File: config.mk
export PLATFORM = sky130hd
export DESIGN_NAME = flat_json_string_object_parser_unit
export DESIGN_NICKNAME = d
export VERILOG_FILES = /design/src/fjsp_pkg.sv /design/src/fjsp_step.sv /design/src/flat_json_string_object_parser_unit.sv
export SDC_FILE = /design/constraint.sdc
export NUM_CORES = 1
export LEC_CHECK = 0
export BUFFER_PORTS_ARGS = -buffer_cell sky130_fd_sc_hd__buf_2
export CORE_ASPECT_RATIO = 1.1
export CORE_MARGIN = 10
export CORE_UTILIZATION = 25
export CTS_CLUSTER_DIAMETER = 50
export CTS_CLUSTER_SIZE = 16
export DETAILED_ROUTE_END_ITERATION = 12
export PLACE_DENSITY = 0.38
export RECOVER_POWER = 50
export SLEW_MARGIN = 20
export SYNTH_ARGS = -nofsm -noshare
export SYNTH_HDL_FRONTEND = slang
export SYNTH_SLANG_ARGS = --single-unit
File: constraint.sdc
create_clock -name clk -period 6.4 [get_ports clk]
set_input_delay 1.6 -clock clk [delete_from_list [all_inputs] [get_ports clk]]
set_output_delay 1.6 -clock clk [all_outputs]
set_load 0.1 [all_outputs]
File: src/fjsp_pkg.sv
// ----------------------------------------------------------------------------
// fjsp_pkg
// Shared types and constants for the flat JSON string object parser: parse
// phases, result kinds, character codes and the parser state record.
// ----------------------------------------------------------------------------
package fjsp_pkg;

	// parse phases
	typedef enum logic [3:0] {
		PH_OPEN      = 4'd0,
		PH_KEY_OR_CL = 4'd1,
		PH_STRING    = 4'd2,
		PH_ESCAPE    = 4'd3,
		PH_HEX       = 4'd4,
		PH_COLON     = 4'd5,
		PH_VALUE     = 4'd6,
		PH_SEP       = 4'd7,
		PH_FINISHED  = 4'd8
	} phase_t;

	// result kinds
	typedef enum logic [2:0] {
		K_KEY_BYTE = 3'd0,
		K_VAL_BYTE = 3'd1,
		K_KEY_END  = 3'd2,
		K_VAL_END  = 3'd3,
		K_DONE     = 3'd4,
		K_ERROR    = 3'd5
	} kind_t;

	// character codes
	localparam logic [7:0] CH_NUL    = 8'h00;
	localparam logic [7:0] CH_LBRACE = 8'h7B;
	localparam logic [7:0] CH_RBRACE = 8'h7D;
	localparam logic [7:0] CH_COLON  = 8'h3A;
	localparam logic [7:0] CH_COMMA  = 8'h2C;
	localparam logic [7:0] CH_QMARK  = 8'h3F;
	localparam logic [7:0] CH_QUOTE  = 8'h22;
	localparam logic [7:0] CH_BSLASH = 8'h5C;
	localparam logic [7:0] CH_SPACE  = 8'h20;
	localparam logic [7:0] CH_TAB    = 8'h09;
	localparam logic [7:0] CH_CR     = 8'h0D;
	localparam logic [7:0] CH_LF     = 8'h0A;
	localparam logic [7:0] CH_BS     = 8'h08;
	localparam logic [7:0] CH_FF     = 8'h0C;
	localparam logic [7:0] CH_LC_B   = 8'h62;
	localparam logic [7:0] CH_LC_F   = 8'h66;
	localparam logic [7:0] CH_LC_N   = 8'h6E;
	localparam logic [7:0] CH_LC_R   = 8'h72;
	localparam logic [7:0] CH_LC_T   = 8'h74;
	localparam logic [7:0] CH_LC_U   = 8'h75;

	// number of hex digits skipped after a unicode escape
	localparam logic [2:0] HEX_DIGITS = 3'd4;

	// parser state carried from item to item
	typedef struct packed {
		phase_t     phase;
		logic       in_value;
		logic [2:0] hex_left;
	} pstate_t;

	// result of one parser step
	typedef struct packed {
		logic       emit;
		logic [7:0] data;
		kind_t      kind;
	} presult_t;

endpackage

File: src/fjsp_step.sv
// ----------------------------------------------------------------------------
// fjsp_step
// Combinational parser step: from the current state and one text byte it
// forms the next state and at most one result.
// ----------------------------------------------------------------------------
module fjsp_step
	import fjsp_pkg::*;
(
	input  logic [7:0] text_byte,
	input  pstate_t    cur,
	output pstate_t    nxt,
	output presult_t   res
);

	logic       is_space;
	logic       is_nul;
	logic [7:0] esc_byte;
	kind_t      str_kind;
	logic [2:0] hex_dec;

	// byte classes
	assign is_space = (text_byte == CH_SPACE) || (text_byte == CH_TAB) ||
	                  (text_byte == CH_CR) || (text_byte == CH_LF);
	assign is_nul   = (text_byte == CH_NUL);
	assign str_kind = cur.in_value ? K_VAL_BYTE : K_KEY_BYTE;
	assign hex_dec  = (cur.hex_left != 3'd0) ? (cur.hex_left - 3'd1) : 3'd0;

	// escape decode
	always_comb begin
		case (text_byte)
			CH_LC_B: esc_byte = CH_BS;
			CH_LC_F: esc_byte = CH_FF;
			CH_LC_N: esc_byte = CH_LF;
			CH_LC_R: esc_byte = CH_CR;
			CH_LC_T: esc_byte = CH_TAB;
			CH_LC_U: esc_byte = CH_QMARK;
			default: esc_byte = text_byte;
		endcase
	end

	// next state and result
	always_comb begin
		logic fail;
		fail = 1'b0;
		nxt  = cur;
		res  = '{emit: 1'b0, data: 8'd0, kind: K_KEY_BYTE};
		unique case (cur.phase)
			PH_OPEN: begin
				if (text_byte == CH_LBRACE) nxt.phase = PH_KEY_OR_CL;
				else if (!is_space) fail = 1'b1;
			end
			PH_KEY_OR_CL: begin
				if (text_byte == CH_RBRACE) begin
					nxt.phase = PH_FINISHED;
					res = '{emit: 1'b1, data: 8'd0, kind: K_DONE};
				end else if (text_byte == CH_QUOTE) begin
					nxt.phase    = PH_STRING;
					nxt.in_value = 1'b0;
				end else if (!is_space) begin
					fail = 1'b1;
				end
			end
			PH_STRING: begin
				if (is_nul) begin
					fail = 1'b1;
				end else if (text_byte == CH_QUOTE) begin
					nxt.phase = cur.in_value ? PH_SEP : PH_COLON;
					res = '{emit: 1'b1, data: 8'd0,
					        kind: (cur.in_value ? K_VAL_END : K_KEY_END)};
				end else if (text_byte == CH_BSLASH) begin
					nxt.phase = PH_ESCAPE;
				end else begin
					res = '{emit: 1'b1, data: text_byte, kind: str_kind};
				end
			end
			PH_ESCAPE: begin
				if (is_nul) begin
					fail = 1'b1;
				end else begin
					if (text_byte == CH_LC_U) begin
						nxt.phase    = PH_HEX;
						nxt.hex_left = HEX_DIGITS;
					end else begin
						nxt.phase = PH_STRING;
					end
					res = '{emit: 1'b1, data: esc_byte, kind: str_kind};
				end
			end
			PH_HEX: begin
				if (is_nul) begin
					fail = 1'b1;
				end else begin
					nxt.hex_left = hex_dec;
					if (hex_dec == 3'd0) nxt.phase = PH_STRING;
				end
			end
			PH_COLON: begin
				if (text_byte == CH_COLON) nxt.phase = PH_VALUE;
				else if (!is_space) fail = 1'b1;
			end
			PH_VALUE: begin
				if (text_byte == CH_QUOTE) begin
					nxt.phase    = PH_STRING;
					nxt.in_value = 1'b1;
				end else if (!is_space) begin
					fail = 1'b1;
				end
			end
			PH_SEP: begin
				if (text_byte == CH_COMMA) begin
					nxt.phase = PH_KEY_OR_CL;
				end else if (text_byte == CH_RBRACE) begin
					nxt.phase = PH_FINISHED;
					res = '{emit: 1'b1, data: 8'd0, kind: K_DONE};
				end else if (!is_space) begin
					fail = 1'b1;
				end
			end
			default: begin
				// after done or error: wait for the end of text
				if (is_nul) begin
					nxt.phase    = PH_OPEN;
					nxt.hex_left = 3'd0;
				end else begin
					nxt.phase = PH_FINISHED;
				end
			end
		endcase

		// error path: a nul rearms at once, anything else waits for a nul
		if (fail) begin
			nxt.phase    = is_nul ? PH_OPEN : PH_FINISHED;
			nxt.hex_left = 3'd0;
			res = '{emit: 1'b1, data: 8'd0, kind: K_ERROR};
		end
	end

endmodule

File: src/flat_json_string_object_parser_unit.sv
// ----------------------------------------------------------------------------
// flat_json_string_object_parser_unit
// Streaming tokenizer for a flat JSON object of string keys and values.
// ----------------------------------------------------------------------------
// Usage:
//   Input channel: in_valid / in_stall carry one text byte per item. A zero
//   byte ends the text and rearms the parser after done or error.
//   Output channel: out_valid / out_stall carry decoded_byte and result_kind
//   (key byte, value byte, key end, value end, object done, error).
//   Every text ends in exactly one object done or error item.
//   Path: a byte that yields a result passes the input register and then the
//   result register on its way to the output.
//   Throughput: one byte per cycle while in_stall is low; the parser state
//   update is a single combinational step between the input and result registers.
//   Bytes that yield no result (whitespace, the opening brace, escape lead-ins)
//   pass the input register but put nothing on the output.
//   Reset: arst_n clears both registers' valid flags and sets the parser to
//   expect an opening brace.
//   Stall: a waiting result holds its register; the input register keeps
//   moving for bytes that yield no result, and in_stall rises only when a
//   result-producing byte is held behind a stalled result.
// ----------------------------------------------------------------------------
module flat_json_string_object_parser_unit
	import fjsp_pkg::*;
(
	input  logic       clk,
	input  logic       arst_n,
	input  logic       in_valid,
	output logic       in_stall,
	input  logic [7:0] text_byte,
	output logic       out_valid,
	input  logic       out_stall,
	output logic [7:0] decoded_byte,
	output logic [2:0] result_kind
);

	logic       valid_s1;
	logic [7:0] byte_s1;
	pstate_t    state_q;
	pstate_t    state_nxt;
	presult_t   step_res;
	logic       out_valid_q;
	logic [7:0] out_byte_q;
	kind_t      out_kind_q;
	logic       slot_free;
	logic       s1_adv;
	logic       s1_fire;
	logic       in_fire;

	// handshake control
	assign slot_free = !out_valid_q || !out_stall;
	assign s1_adv    = !step_res.emit || slot_free;
	assign s1_fire   = valid_s1 && s1_adv;
	assign in_stall  = valid_s1 && !s1_adv;
	assign in_fire   = in_valid && !in_stall;

	// input register
	always_ff @(posedge clk or negedge arst_n) begin
		if (!arst_n) begin
			valid_s1 <= 1'b0;
		end else if (in_fire) begin
			valid_s1 <= 1'b1;
		end else if (s1_fire) begin
			valid_s1 <= 1'b0;
		end
	end

	always_ff @(posedge clk) begin
		if (in_fire) byte_s1 <= text_byte;
	end

	// parser step
	fjsp_step u_step (
		.text_byte (byte_s1),
		.cur       (state_q),
		.nxt       (state_nxt),
		.res       (step_res)
	);

	// parser state
	always_ff @(posedge clk or negedge arst_n) begin
		if (!arst_n) begin
			state_q <= '{phase: PH_OPEN, in_value: 1'b0, hex_left: 3'd0};
		end else if (s1_fire) begin
			state_q <= state_nxt;
		end
	end

	// result register
	always_ff @(posedge clk or negedge arst_n) begin
		if (!arst_n) begin
			out_valid_q <= 1'b0;
		end else if (s1_fire && step_res.emit) begin
			out_valid_q <= 1'b1;
		end else if (!out_stall) begin
			out_valid_q <= 1'b0;
		end
	end

	always_ff @(posedge clk) begin
		if (s1_fire && step_res.emit) begin
			out_byte_q <= step_res.data;
			out_kind_q <= step_res.kind;
		end
	end

	assign out_valid    = out_valid_q;
	assign decoded_byte = out_byte_q;
	assign result_kind  = out_kind_q;

endmodule
==> reports/results.tsv, run 1 <==
stage	metric	value	unit
timing	setup TNS	0	ns
routing	DRT Wirelength	5.012	mm
synthesis	Post-Syn Area	1972	um^2
synthesis	Synth Register Bits	29	
run_status	run status	finished clean	
critical_path	critical path's most frequent cell	nor4b_1	
floorplan	die area	11840	um^2
cts	clock-pin slew on the worst setup and hold paths	0.07	ns
critical_path	worst path required time	4.80	ns
critical_path	CP startpoint	byte_s1[4]$_DFFE_PP_	
floorplan	Die W	104.7	um
critical_path	Critical R2R Launch	byte_s1[4]$_DFFE_PP_	
critical_path	crit-path max FO	11	
min_path	hold crit path type	reg2reg	
critical_path	worst path cell trace	nor4b_1, nor4b_1, a211oi_2, o21bai_1, a21oi_1, buf_2	
min_path	Worst Hold Path Cells	1	
critical_path	CP top delay family	simple AND/OR/NAND/NOR gates	
routing	DR pass1 iterations	4	
synthesis	Ys Warns	0	
critical_path	slowest stage delay, CP	0.80	ns
routing	DRT iter0 DRCs	91	
min_path	Hold Crit Start	out_valid$_DFFE_PN0P_	
timing	Final Cycle Share	0.7987	
synthesis	post-synthesis cell count	192	
timing	Layout Skew	0.004733	ns
routing	Final ANT Viol Nets	0	
grt	global-route wire length before repair	8.307	mm
cts	insertion delay to the later sink of the worst-skew pair	0.28	ns
synthesis	Mean Syn Cell Area	10.27	um^2
timing	actual slew at the worst max-slew pin	1.192	ns
cells_and_area	Nets	228	
timing	worst hold slack	0.5310	ns
cts	hold buffers post-CTS	0	
grt	vias in the first global route	1600	
cts	Clock Tree Root	clkbuf_8	
synthesis	synth unique cells	68	
job	max cap viols	0	
placement	placer congestion estimate	0.7826	
routing	via count	1544	
timing	headroom to the max-slew limit	0.2090	
critical_path	Bufs and invs on worst path	1	
grt	Total GRT Usage	0.08602	
grt	global route overflow	0	
routing	remaining routing DRC violations	0	
synthesis	sequential area share after synthesis	0.4162	
cts	Sink Count	29	
synthesis	syn nets	206	
placement	dpl hpwl	3.816	mm
critical_path	CP endpoint kind	primary output	
cts	Num CTS Buffers	5	
timing	Final Hold Viols	0	
timing	Final Max Slew Viols	0	
grt	initial antenna violation count	0	
placement	Setup WS pre-CTS	2.245	ns
routing	DR vias/cell	4.825	
cts	CTS Buffer Depth	2	
timing	final setup fails	0	
floorplan	Ports	25	
power_and_ir_drop	Power Density	390.6	nW/um^2
timing	FMAX	0.1956	GHz
cts	CTS H-Tree Depth	2	
synthesis	FFs w/ async S/R, synth	0.3448	
timing	slack of the critical path	1.288	ns
cells_and_area	Area Overhead vs Synth	12.56	%
floorplan	number of placement rows	33	
routing	drt wl/cell	15.66	um
floorplan	Core ar.	7556	um^2
critical_path	CP max stage cell	nor4b_1	
floorplan	Die Ht	113.1	um
critical_path	WS Path Type	reg2out	
critical_path	Crit path depth	6	
synthesis	dominant synthesized flop cell	edfxtp_1	
timing	unrepaired setup endpoints after global routing	no	
cells_and_area	fraction of layout cells with a size suffix above 1	0.1814	
floorplan	Initial Util	0.2610	
critical_path	Worst Path Arrival	3.51	ns
cts	CTS tree	yes	
timing	Final Critical Period	5.112	ns
cells_and_area	n_diodes	0	
power_and_ir_drop	leakage	0.8030	nW
synthesis	Post-synth EDFFs	19	
power_and_ir_drop	maximum VDD drop	0.1947	mV
critical_path	worst-case reg-to-reg path depth	6	
cts	# Post-CTS Setup Buffers	0	
grt	pin count of the biggest net entering global routing	18	
cts	Resize count post-CTS	0	
critical_path	CP Launch Type	flip-flop	
placement	Port Buffer Count	24	
## area by class of cell
type,instances,area [um^2]
repair buffers,25,117.6
inverters,8,30.03
clock inverters,2,33.78
flip-flops and latches,29,820.8
well taps,105,131.4
multi-input cells,145,1013
fillers,811,5336
clock buffers,6,72.57
## per-stage QoR
| step | utilization | cells | cell area (um^2) | total power [mW] |
|---|---|---|---|---|
| 2_1_floorplan | - | 192 | 1972 | 0.6219 |
| 3_3_place_gp | 0.2865 | 312 | 2165 | 0.7036 |
| 3_5_place_dp | 0.2865 | 312 | 2165 | 0.6961 |
| 4_1_cts | 0.3005 | 320 | 2271 | 0.8874 |
| 5_1_grt | 0.2938 | 320 | 2220 | 0.9143 |
| 6_report | 0.2938 | 320 | 2220 | 0.8670 |
## worst register-to-register path, stage by stage, from the launching register on
cell and delay [ns]:
edfxtp_1 0.54, nor4b_1 0.77, nor4b_1 0.80, a211oi_2 0.13, o21bai_1 0.47, a21oi_1 0.18, nor2b_1 0.56
## state kept, by name, indices dropped and copies added, names as in the netlist
name and cells:
out_valid 1, result_kind 3, valid_s1 1, decoded_byte 8
state_q 8, byte_s1 8
## worst paths after layout
path	to	slack, ns
setup / recovery	in_stall	1.29
hold / removal	out_valid$_DFFE_PN0P_	0.53
setup reg to reg	byte_s1[5]$_DFFE_PP_	2.58
hold reg to reg	out_valid$_DFFE_PN0P_	0.53
max in group asynchronous	state_q[6]$_DFFE_PN0P_	4.72
min in group asynchronous	state_q[0]$_DFFE_PN0P_	1.29
## kinds of logic (layout without fill, tap and decap cells)
| family | Yosys count | count (layout) | share of synthesized area |
|---|---|---|---|
| muxes | 5 | 5 | 0.02919 |
| DFF | 29 | 29 | 0.4162 |
| xor gates and xnor gates | 1 | 1 | 0.004442 |
| and+or+nand+nor | 81 | 81 | 0.2627 |
| AOI/OAI and AO/OA | 56 | 56 | 0.2259 |
| adders and majority gates | 2 | 2 | 0.01269 |
| buffers and inverters | 18 | 41 | 0.04886 |
## cells in the mapped netlist (3+ instances only)
| master | instances | area [um^2] |
|---|---|---|
| clkbuf_1 | 4 | 15.01 |
| o21ai_0 | 9 | 45.04 |
| nor2b_1 | 5 | 31.28 |
| and2_1 | 3 | 18.77 |
| nor3_1 | 3 | 15.01 |
| inv_1 | 8 | 30.03 |
| a21boi_0 | 5 | 37.54 |
| nand3_1 | 4 | 20.02 |
| nor4_1 | 3 | 18.77 |
| a21oi_1 | 11 | 55.05 |
| buf_6 | 3 | 33.78 |
| o41ai_1 | 3 | 26.28 |
| nor2_1 | 11 | 41.29 |
| nand2_1 | 18 | 67.56 |
| dfrtp_1 | 10 | 250.2 |
| or2_2 | 3 | 18.77 |
| nand2b_1 | 7 | 43.79 |
| edfxtp_1 | 19 | 570.6 |
| nor3b_1 | 4 | 30.03 |
## report_power, final
group          leakage, nW  switching (mW)  internal [mW]
logic                0.434           0.302         0.0845
clock network       0.0528          0.0729          0.115
registers            0.316          0.0438          0.249
total                0.803           0.419          0.448
## placed cells by master, fill, tap and decap left out, types with 3 or more instances in the layout
cell / n
clkbuf_8: 5
or2_2: 3
o41ai_1: 3
nor3_1: 3
buf_2: 16
dfrtp_1: 10
a21boi_0: 5
o21ai_0: 9
nor3b_1: 4
nor4b_1: 3
a21oi_1: 11
nor2b_1: 5
edfxtp_1: 19
nor2_1: 11
nor4_1: 4
nand3_1: 4
clkbuf_1: 9
nand2b_1: 7
nand2_1: 19
inv_1: 8
## layer usage
metal  track usage  wire (um)
met4       0.03938        108
met3       0.02327        167
met2        0.1337       2353
met5             0          0
met1        0.1089       2383
Note: power is estimated with default switching activity, not from simulation.
==> run 2, diff against run 1 <==
- clock period: 6.4 -> 4.8 ns (I/O delays scaled with it)
==> run 2 against run 1 <==
Compared with the run above:
- total power is 27% higher
- non-clock buffer count is 1 higher
- routed wire length is 1.0% higher
==> reports/results.tsv, run 2 (synthesis results as in run 1) <==
stage	metric	value	unit	change
run_status	run status	finished clean		
placement	dpl hpwl	3.818	mm	about the same
routing	drt wl/cell	15.78	um	+0.72%
cts	CTS tree	yes		
routing	DRT iter0 DRCs	103		+13%
placement	placement-stage cell area	2172	um^2	+0.35%
cts	clock-pin slew on the worst setup and hold paths	0.06	ns	about the same
power_and_ir_drop	Power Density	495.0	nW/um^2	+27%
power_and_ir_drop	maximum VDD drop	0.2811	mV	+44%
floorplan	Die W	104.7	um	unchanged
floorplan	Die Ht	113.1	um	unchanged
power_and_ir_drop	Reg power frac	0.354		+0.016
cts	Sink Count	29		unchanged
power_and_ir_drop	leakage	0.7942	nW	-1.1%
cts	hold buffers post-CTS	0		unchanged
timing	final setup fails	0		unchanged
floorplan	Core ar.	7556	um^2	unchanged
grt	vias in the first global route	1550		-3.1%
cells_and_area	commonest cells after routing, fill and taps aside	nand2_1 (19), edfxtp_1 (19), clkbuf_1 (14)		
floorplan	Initial Util	0.2610		unchanged
routing	Final ANT Viol Nets	0		unchanged
grt	global-route wire length before repair	8.376	mm	+0.83%
min_path	hold crit path type	reg2reg		
critical_path	worst path required time	3.60	ns	-1.20 ns
critical_path	Worst Path Arrival	2.95	ns	-0.56 ns
placement	Port Buffer Count	24		unchanged
floorplan	Ports	25		unchanged
cts	insertion delay to the later sink of the worst-skew pair	0.28	ns	about the same
cts	Resize count post-CTS	0		unchanged
cells_and_area	fillers	793		-2.2%
timing	Final Hold Viols	0		unchanged
critical_path	CP endpoint kind	primary output		
grt	Total GRT Usage	0.08642		+0.0004050
timing	Final Cycle Share	0.8641		
cells_and_area	fin area	2230	um^2	+0.45%
cts	# Post-CTS Setup Buffers	0		unchanged
timing	actual slew at the worst max-slew pin	1.193	ns	+0.001195 ns
cells_and_area	fraction of layout cells with a size suffix above 1	0.1806		-0.0008398
routing	DR vias/cell	4.913		+1.8%
placement	placer congestion estimate	0.8730		+12%
floorplan	number of placement rows	33		unchanged
routing	DRT Wirelength	5.064	mm	+1.0%
cells_and_area	Area Overhead vs Synth	13.07	%	
power_and_ir_drop	Logic pwr share	0.470		+0.024
critical_path	CP Launch Type	flip-flop		
cts	Clock Tree Root	clkbuf_8		
timing	setup TNS	0	ns	unchanged
power_and_ir_drop	Clk pwr share	0.177		-0.039
power_and_ir_drop	P_sw	557.1	uW	+33%
routing	remaining routing DRC violations	0		unchanged
cts	CTS Buffer Depth	2		unchanged
power_and_ir_drop	Internal	546.5	uW	+22%
routing	via count	1577		+2.1%
timing	Layout Skew	0.003008	ns	-0.001724 ns
cells_and_area	Nets	229		+0.44%
job	max cap viols	0		unchanged
routing	DR pass1 iterations	4		unchanged
cts	CTS H-Tree Depth	2		unchanged
timing	FMAX	0.2411	GHz	
timing	unrepaired setup endpoints after global routing	no		
timing	Final Max Slew Viols	0		unchanged
grt	pin count of the biggest net entering global routing	18		unchanged
grt	global route overflow	0		unchanged
critical_path	WS Path Type	reg2out		
cells_and_area	n_diodes	0		unchanged
power_and_ir_drop	sw frac	0.5048		+0.02201
timing	headroom to the max-slew limit	0.2082		-0.0007930
cts	Num CTS Buffers	5		unchanged
critical_path	crit-path max FO	11		unchanged
grt	initial antenna violation count	0		unchanged
floorplan	die area	11840	um^2	unchanged
timing	Final Critical Period	4.147	ns	
run 2: worst max-delay path, cell delays in order, from the launching register on:
cell      delay [ns]
edfxtp_1        0.54
nor4b_1         0.82
a21oi_1         0.21
o2111a_1        0.36
nor3_4          0.29
a21oi_1         0.13
buf_2           0.31
run 2: final timing paths:
kind	to	from	depth (start not counted)	slack, ns
worst max-delay path	in_stall	byte_s1[4]$_DFFE_PP_	6	0.65
worst min-delay path	out_valid$_DFFE_PN0P_	out_valid$_DFFE_PN0P_	1	0.53
worst max register to register	byte_s1[4]$_DFFE_PP_	byte_s1[4]$_DFFE_PP_	6	1.53
worst min register to register	out_valid$_DFFE_PN0P_	out_valid$_DFFE_PN0P_	1	0.53
max in group asynchronous	state_q[3]$_DFFE_PN0P_	arst_n	1	3.50
min in group asynchronous	state_q[5]$_DFFE_PN0P_	arst_n	1	0.90
run 2: metal layers:
metal / part of all wire / routed length [um] / GRT usage
met4: 0.014 / 72 / 0.02747
met3: 0.041 / 207 / 0.02100
met2: 0.46 / 2333 / 0.1337
met5: 0 / 0 / 0
met1: 0.48 / 2450 / 0.1157
run 2: area by class of cell:
class	count	area, um^2	share of cell area
clock buffers	6	72.57	0.03255
clock inverters	2	10.01	0.004489
inverters	8	30.03	0.01347
multi-input cells	145	1046	0.4691
flip-flops and latches	29	820.8	0.3681
well taps	105	131.4	0.05892
repair buffers	26	118.9	0.05331
run 2: through the flow:
step	total power, mW	std cells	setup slack, ns	util	hold WS, ns
floorplan	0.8292	192	0.5158	-	0.4840
global placement	0.9324	313	1.185	0.2875	0.5192
detailed placement	0.9247	313	1.111	0.2875	0.5147
CTS	1.127	321	0.7778	0.2984	0.5342
global route	1.171	321	0.4194	0.2951	0.5689
finish	1.104	321	0.6525	0.2951	0.5287
run 2: power groups by stage:
stage	sequential [mW]	clock, mW	combinational (mW)
floorplan	0.606	0	0.224
global route	0.400	0.216	0.555
detailed placement	0.395	0	0.530
finish	0.390	0.195	0.518
global placement	0.396	0	0.537
CTS	0.389	0.206	0.532
==> run 3, diff against run 2 <==
- ABC_AREA: unset -> 1
- CTS_BUF_LIST: unset -> sky130_fd_sc_hd__clkbuf_16
==> run 3 against run 2 <==
Compared with the run above:
- worst hold slack got worse by 0.034 ns
- sequential power fell by 3%
- non-clock buffer count fell by 2
- routed wire length fell by 9.8%
- highest routed layer unchanged
- core utilization rose by 1.5 points
- die area fell by 6.5%
- combinational power rose by 30%
- largest cell class unchanged
- maximum frequency rose by 15%
==> reports/results.tsv, run 3 <==
stage	metric	value	unit	change
cells_and_area	commonest cells after routing, fill and taps aside	nand2_1 (68), inv_1 (27), nor2_1 (21), nand3_1 (21), edfxtp_1 (19)		
critical_path	Bufs and invs on worst path	2		+1
synthesis	Synth Register Bits	29		unchanged
cts	Sink Count	29		unchanged
critical_path	CP startpoint	state_q[7]$_DFFE_PN0P_		
cells_and_area	fillers	767		-3.3%
critical_path	CP endpoint kind	primary output		
run_status	run status	finished clean		
timing	actual slew at the worst max-slew pin	1.185	ns	-0.007562 ns
floorplan	Die Ht	109.3	um	-3.4%
routing	DRT iter0 DRCs	113		+9.7%
grt	initial antenna violation count	0		unchanged
power_and_ir_drop	Logic pwr share	0.483		+0.013
floorplan	Ports	25		unchanged
synthesis	post-synth top area share	0.3145		+0.02514
timing	headroom to the max-slew limit	0.2133		+0.005019
synthesis	syn nets	242		+17%
power_and_ir_drop	sw frac	0.4889		-0.01586
routing	via count	1536		-2.6%
critical_path	worst-case reg-to-reg path depth	11		+5
cts	CTS Buffer Depth	2		unchanged
power_and_ir_drop	Clk pwr share	0.246		+0.069
synthesis	most common cell in the netlist	nand2_1		
floorplan	Core ar.	7047	um^2	-6.7%
critical_path	crit-path max FO	6		-5
floorplan	die area	11070	um^2	-6.5%
floorplan	Die W	101.2	um	-3.3%
timing	slack of the critical path	1.204	ns	+0.5518 ns
timing	setup TNS	0	ns	unchanged
cts	hold buffers post-CTS	0		unchanged
critical_path	slowest stage delay, CP	0.42	ns	-0.40 ns
timing	Final Critical Period	3.596	ns	-0.5518 ns
timing	Final Cycle Share	0.7491		-0.1149
cts	Num CTS Buffers	5		unchanged
timing	Final Max Slew Viols	0		unchanged
routing	DR vias/cell	4.452		-9.4%
cts	# Post-CTS Setup Buffers	0		unchanged
placement	placer congestion estimate	0.8184		-6.3%
placement	dpl hpwl	3.773	mm	-1.2%
synthesis	most frequent cells after synthesis	nand2_1 (67), inv_1 (25), nand3_1 (20), edfxtp_1 (19), nor2_1 (19)		
critical_path	CP Launch Type	flip-flop		
cts	clock-pin slew on the worst setup and hold paths	0.05	ns	about the same
synthesis	Post-synth EDFFs	19		unchanged
power_and_ir_drop	maximum VDD drop	0.3478	mV	+24%
cts	Clock Tree Root	clkbuf_16		
timing	FMAX	0.2781	GHz	+15%
power_and_ir_drop	Reg power frac	0.271		-0.083
grt	vias in the first global route	1552		+0.13%
floorplan	Initial Util	0.2575		-0.003513
power_and_ir_drop	leakage	0.9939	nW	+25%
synthesis	Synth area leader	edfxtp_1		
synthesis	Post-Syn Area	1814	um^2	-8.0%
synthesis	dominant synthesized flop cell	edfxtp_1		
critical_path	worst path required time	3.60	ns	about the same
min_path	hold crit path type	reg2reg		
critical_path	worst path cell trace	nor2_1, nand2_1, nor2_1, nand3_1, nand2_1, nor2_2, nand3_4, nand3_1, inv_1, buf_2		
cts	CTS H-Tree Depth	2		unchanged
critical_path	worst setup path end	in_stall		
cells_and_area	n_diodes	0		unchanged
grt	Total GRT Usage	0.08627		-0.0001487
critical_path	WS Path Type	reg2out		
critical_path	Worst Path Arrival	2.40	ns	-0.55 ns
cts	Resize count post-CTS	0		unchanged
critical_path	Crit path depth	10		+4
routing	drt wl/cell	13.24	um	-16%
critical_path	Critical R2R Launch	byte_s1[4]$_DFFE_PP_		
grt	global route overflow	0		unchanged
cells_and_area	most common cell after layout, fill and taps aside	nand2_1		
timing	unrepaired setup endpoints after global routing	no		
cts	insertion delay to the later sink of the worst-skew pair	0.28	ns	about the same
timing	Final Hold Viols	0		unchanged
timing	final setup fails	0		unchanged
synthesis	synth unique cells	31		-54%
job	max cap viols	0		unchanged
critical_path	worst r2r dst	decoded_byte[1]$_SDFFCE_PP0P_		
placement	Port Buffer Count	24		unchanged
critical_path	CP max stage cell	buf_2		
cells_and_area	fraction of layout cells with a size suffix above 1	0.1808		+0.0002137
power_and_ir_drop	P_sw	682.1	uW	+22%
synthesis	sequential area share after synthesis	0.4524		+0.03617
floorplan	number of placement rows	32		-3.0%
routing	Final ANT Viol Nets	0		unchanged
cells_and_area	Nets	273		+19%
critical_path	Reg2Reg Setup Slack	2.13	ns	+0.60 ns
power_and_ir_drop	Internal	713.0	uW	+30%
placement	Setup WS pre-CTS	1.514	ns	+0.4027 ns
cts	CTS tree	yes		
critical_path	CP top delay family	simple AND/OR/NAND/NOR gates		
grt	pin count of the biggest net entering global routing	12		-6
routing	DRT Wirelength	4.569	mm	-9.8%
synthesis	FFs w/ async S/R, synth	0.3448		unchanged
synthesis	Ys Warns	0		unchanged
synthesis	post-synthesis cell count	228		+19%
synthesis	top cells by area, synth	edfxtp_1 (31%), nand2_1 (14%), dfrtp_1 (14%)		
power_and_ir_drop	Power Density	639.0	nW/um^2	+29%
grt	global-route wire length before repair	7.514	mm	-10%
timing	Layout Skew	0.005283	ns	+0.002275 ns
routing	DR pass1 iterations	4		unchanged
routing	remaining routing DRC violations	0		unchanged
synthesis	Mean Syn Cell Area	7.957	um^2	-23%
cells_and_area	Area Overhead vs Synth	20.34	%	
run 3: cell count changes after synthesis, moves of 7 or more:
cell / before / now
nand2_1: 18 / 67
nor2_2: 0 / 8
inv_1: 8 / 25
nand3_1: 4 / 20
nor2_1: 11 / 19
nand2b_1: 7 / 0
run 3: how the worst min path moves through the flow:
stage,from,to,slack [ns],depth (start not counted)
floorplan,state_q[3]$_DFFE_PN0P_,state_q[3]$_DFFE_PN0P_,0.46,2
global placement,out_valid$_DFFE_PN0P_,out_valid$_DFFE_PN0P_,0.49,2
detailed placement,out_valid$_DFFE_PN0P_,out_valid$_DFFE_PN0P_,0.48,2
CTS,out_valid$_DFFE_PN0P_,out_valid$_DFFE_PN0P_,0.50,2
global route,out_valid$_DFFE_PN0P_,out_valid$_DFFE_PN0P_,0.54,2
finish,out_valid$_DFFE_PN0P_,out_valid$_DFFE_PN0P_,0.49,2
run 3: cell type report:
type | count | area [um^2] | share of cell area
tap | 85 | 106.4 | 0.04871
sequential | 29 | 820.8 | 0.3759
inverter | 29 | 108.9 | 0.04986
clock buffer | 5 | 125.1 | 0.05731
multi-input combinational | 170 | 872.1 | 0.3994
timing repair buffer | 24 | 112.6 | 0.05158
clock inverter | 3 | 37.54 | 0.01719
run 3: layer usage:
layer  share of wire  track usage  up-vias  wire [um]
li1                -            -      824          -
met1            0.48       0.1076      681       2204
met2            0.45       0.1329       25       2078
met3           0.043      0.02260        6        196
met4           0.019      0.04681        0         89
met5               0            0        -          0
run 3: power by group through the flow:
stage	logic (mW)	clock network [mW]	registers, mW
2_1_floorplan	0.288	0	0.658
6_report	0.674	0.343	0.378
3_5_place_dp	0.690	0	0.382
5_1_grt	0.731	0.361	0.386
3_3_place_gp	0.695	0	0.383
4_1_cts	0.691	0.352	0.378
run 3: kinds of logic (layout without fill, tap and decap cells):
family,count (synthesis),after routing,synth area share
AOI/OAI and AO/OA,32,32,0.1124
adders and majority gates,2,2,0.01379
buffers and inverters,29,61,0.06000
DFF,29,29,0.4524
and+or+nand+nor,136,136,0.3614
run 3: worst reg2reg max path, delay by kind of cell (launching register included):
kind	cells	cell delay, ns
simple gates	8	1.20
compound gates	1	0.25
buf+inv	2	0.45
flops	1	0.42
run 3: through the flow:
step | total power [mW] | cell area (um^2) | util | std cells | hold WS, ns
after floorplan | 0.9459 | 1814 | - | 228 | 0.4572
after global placement | 1.077 | 2041 | 0.2896 | 337 | 0.4863
after detailed placement | 1.072 | 2041 | 0.2896 | 337 | 0.4835
after CTS | 1.421 | 2203 | 0.3127 | 345 | 0.4996
after global routing | 1.479 | 2183 | 0.3098 | 345 | 0.5394
final | 1.395 | 2183 | 0.3098 | 345 | 0.4942
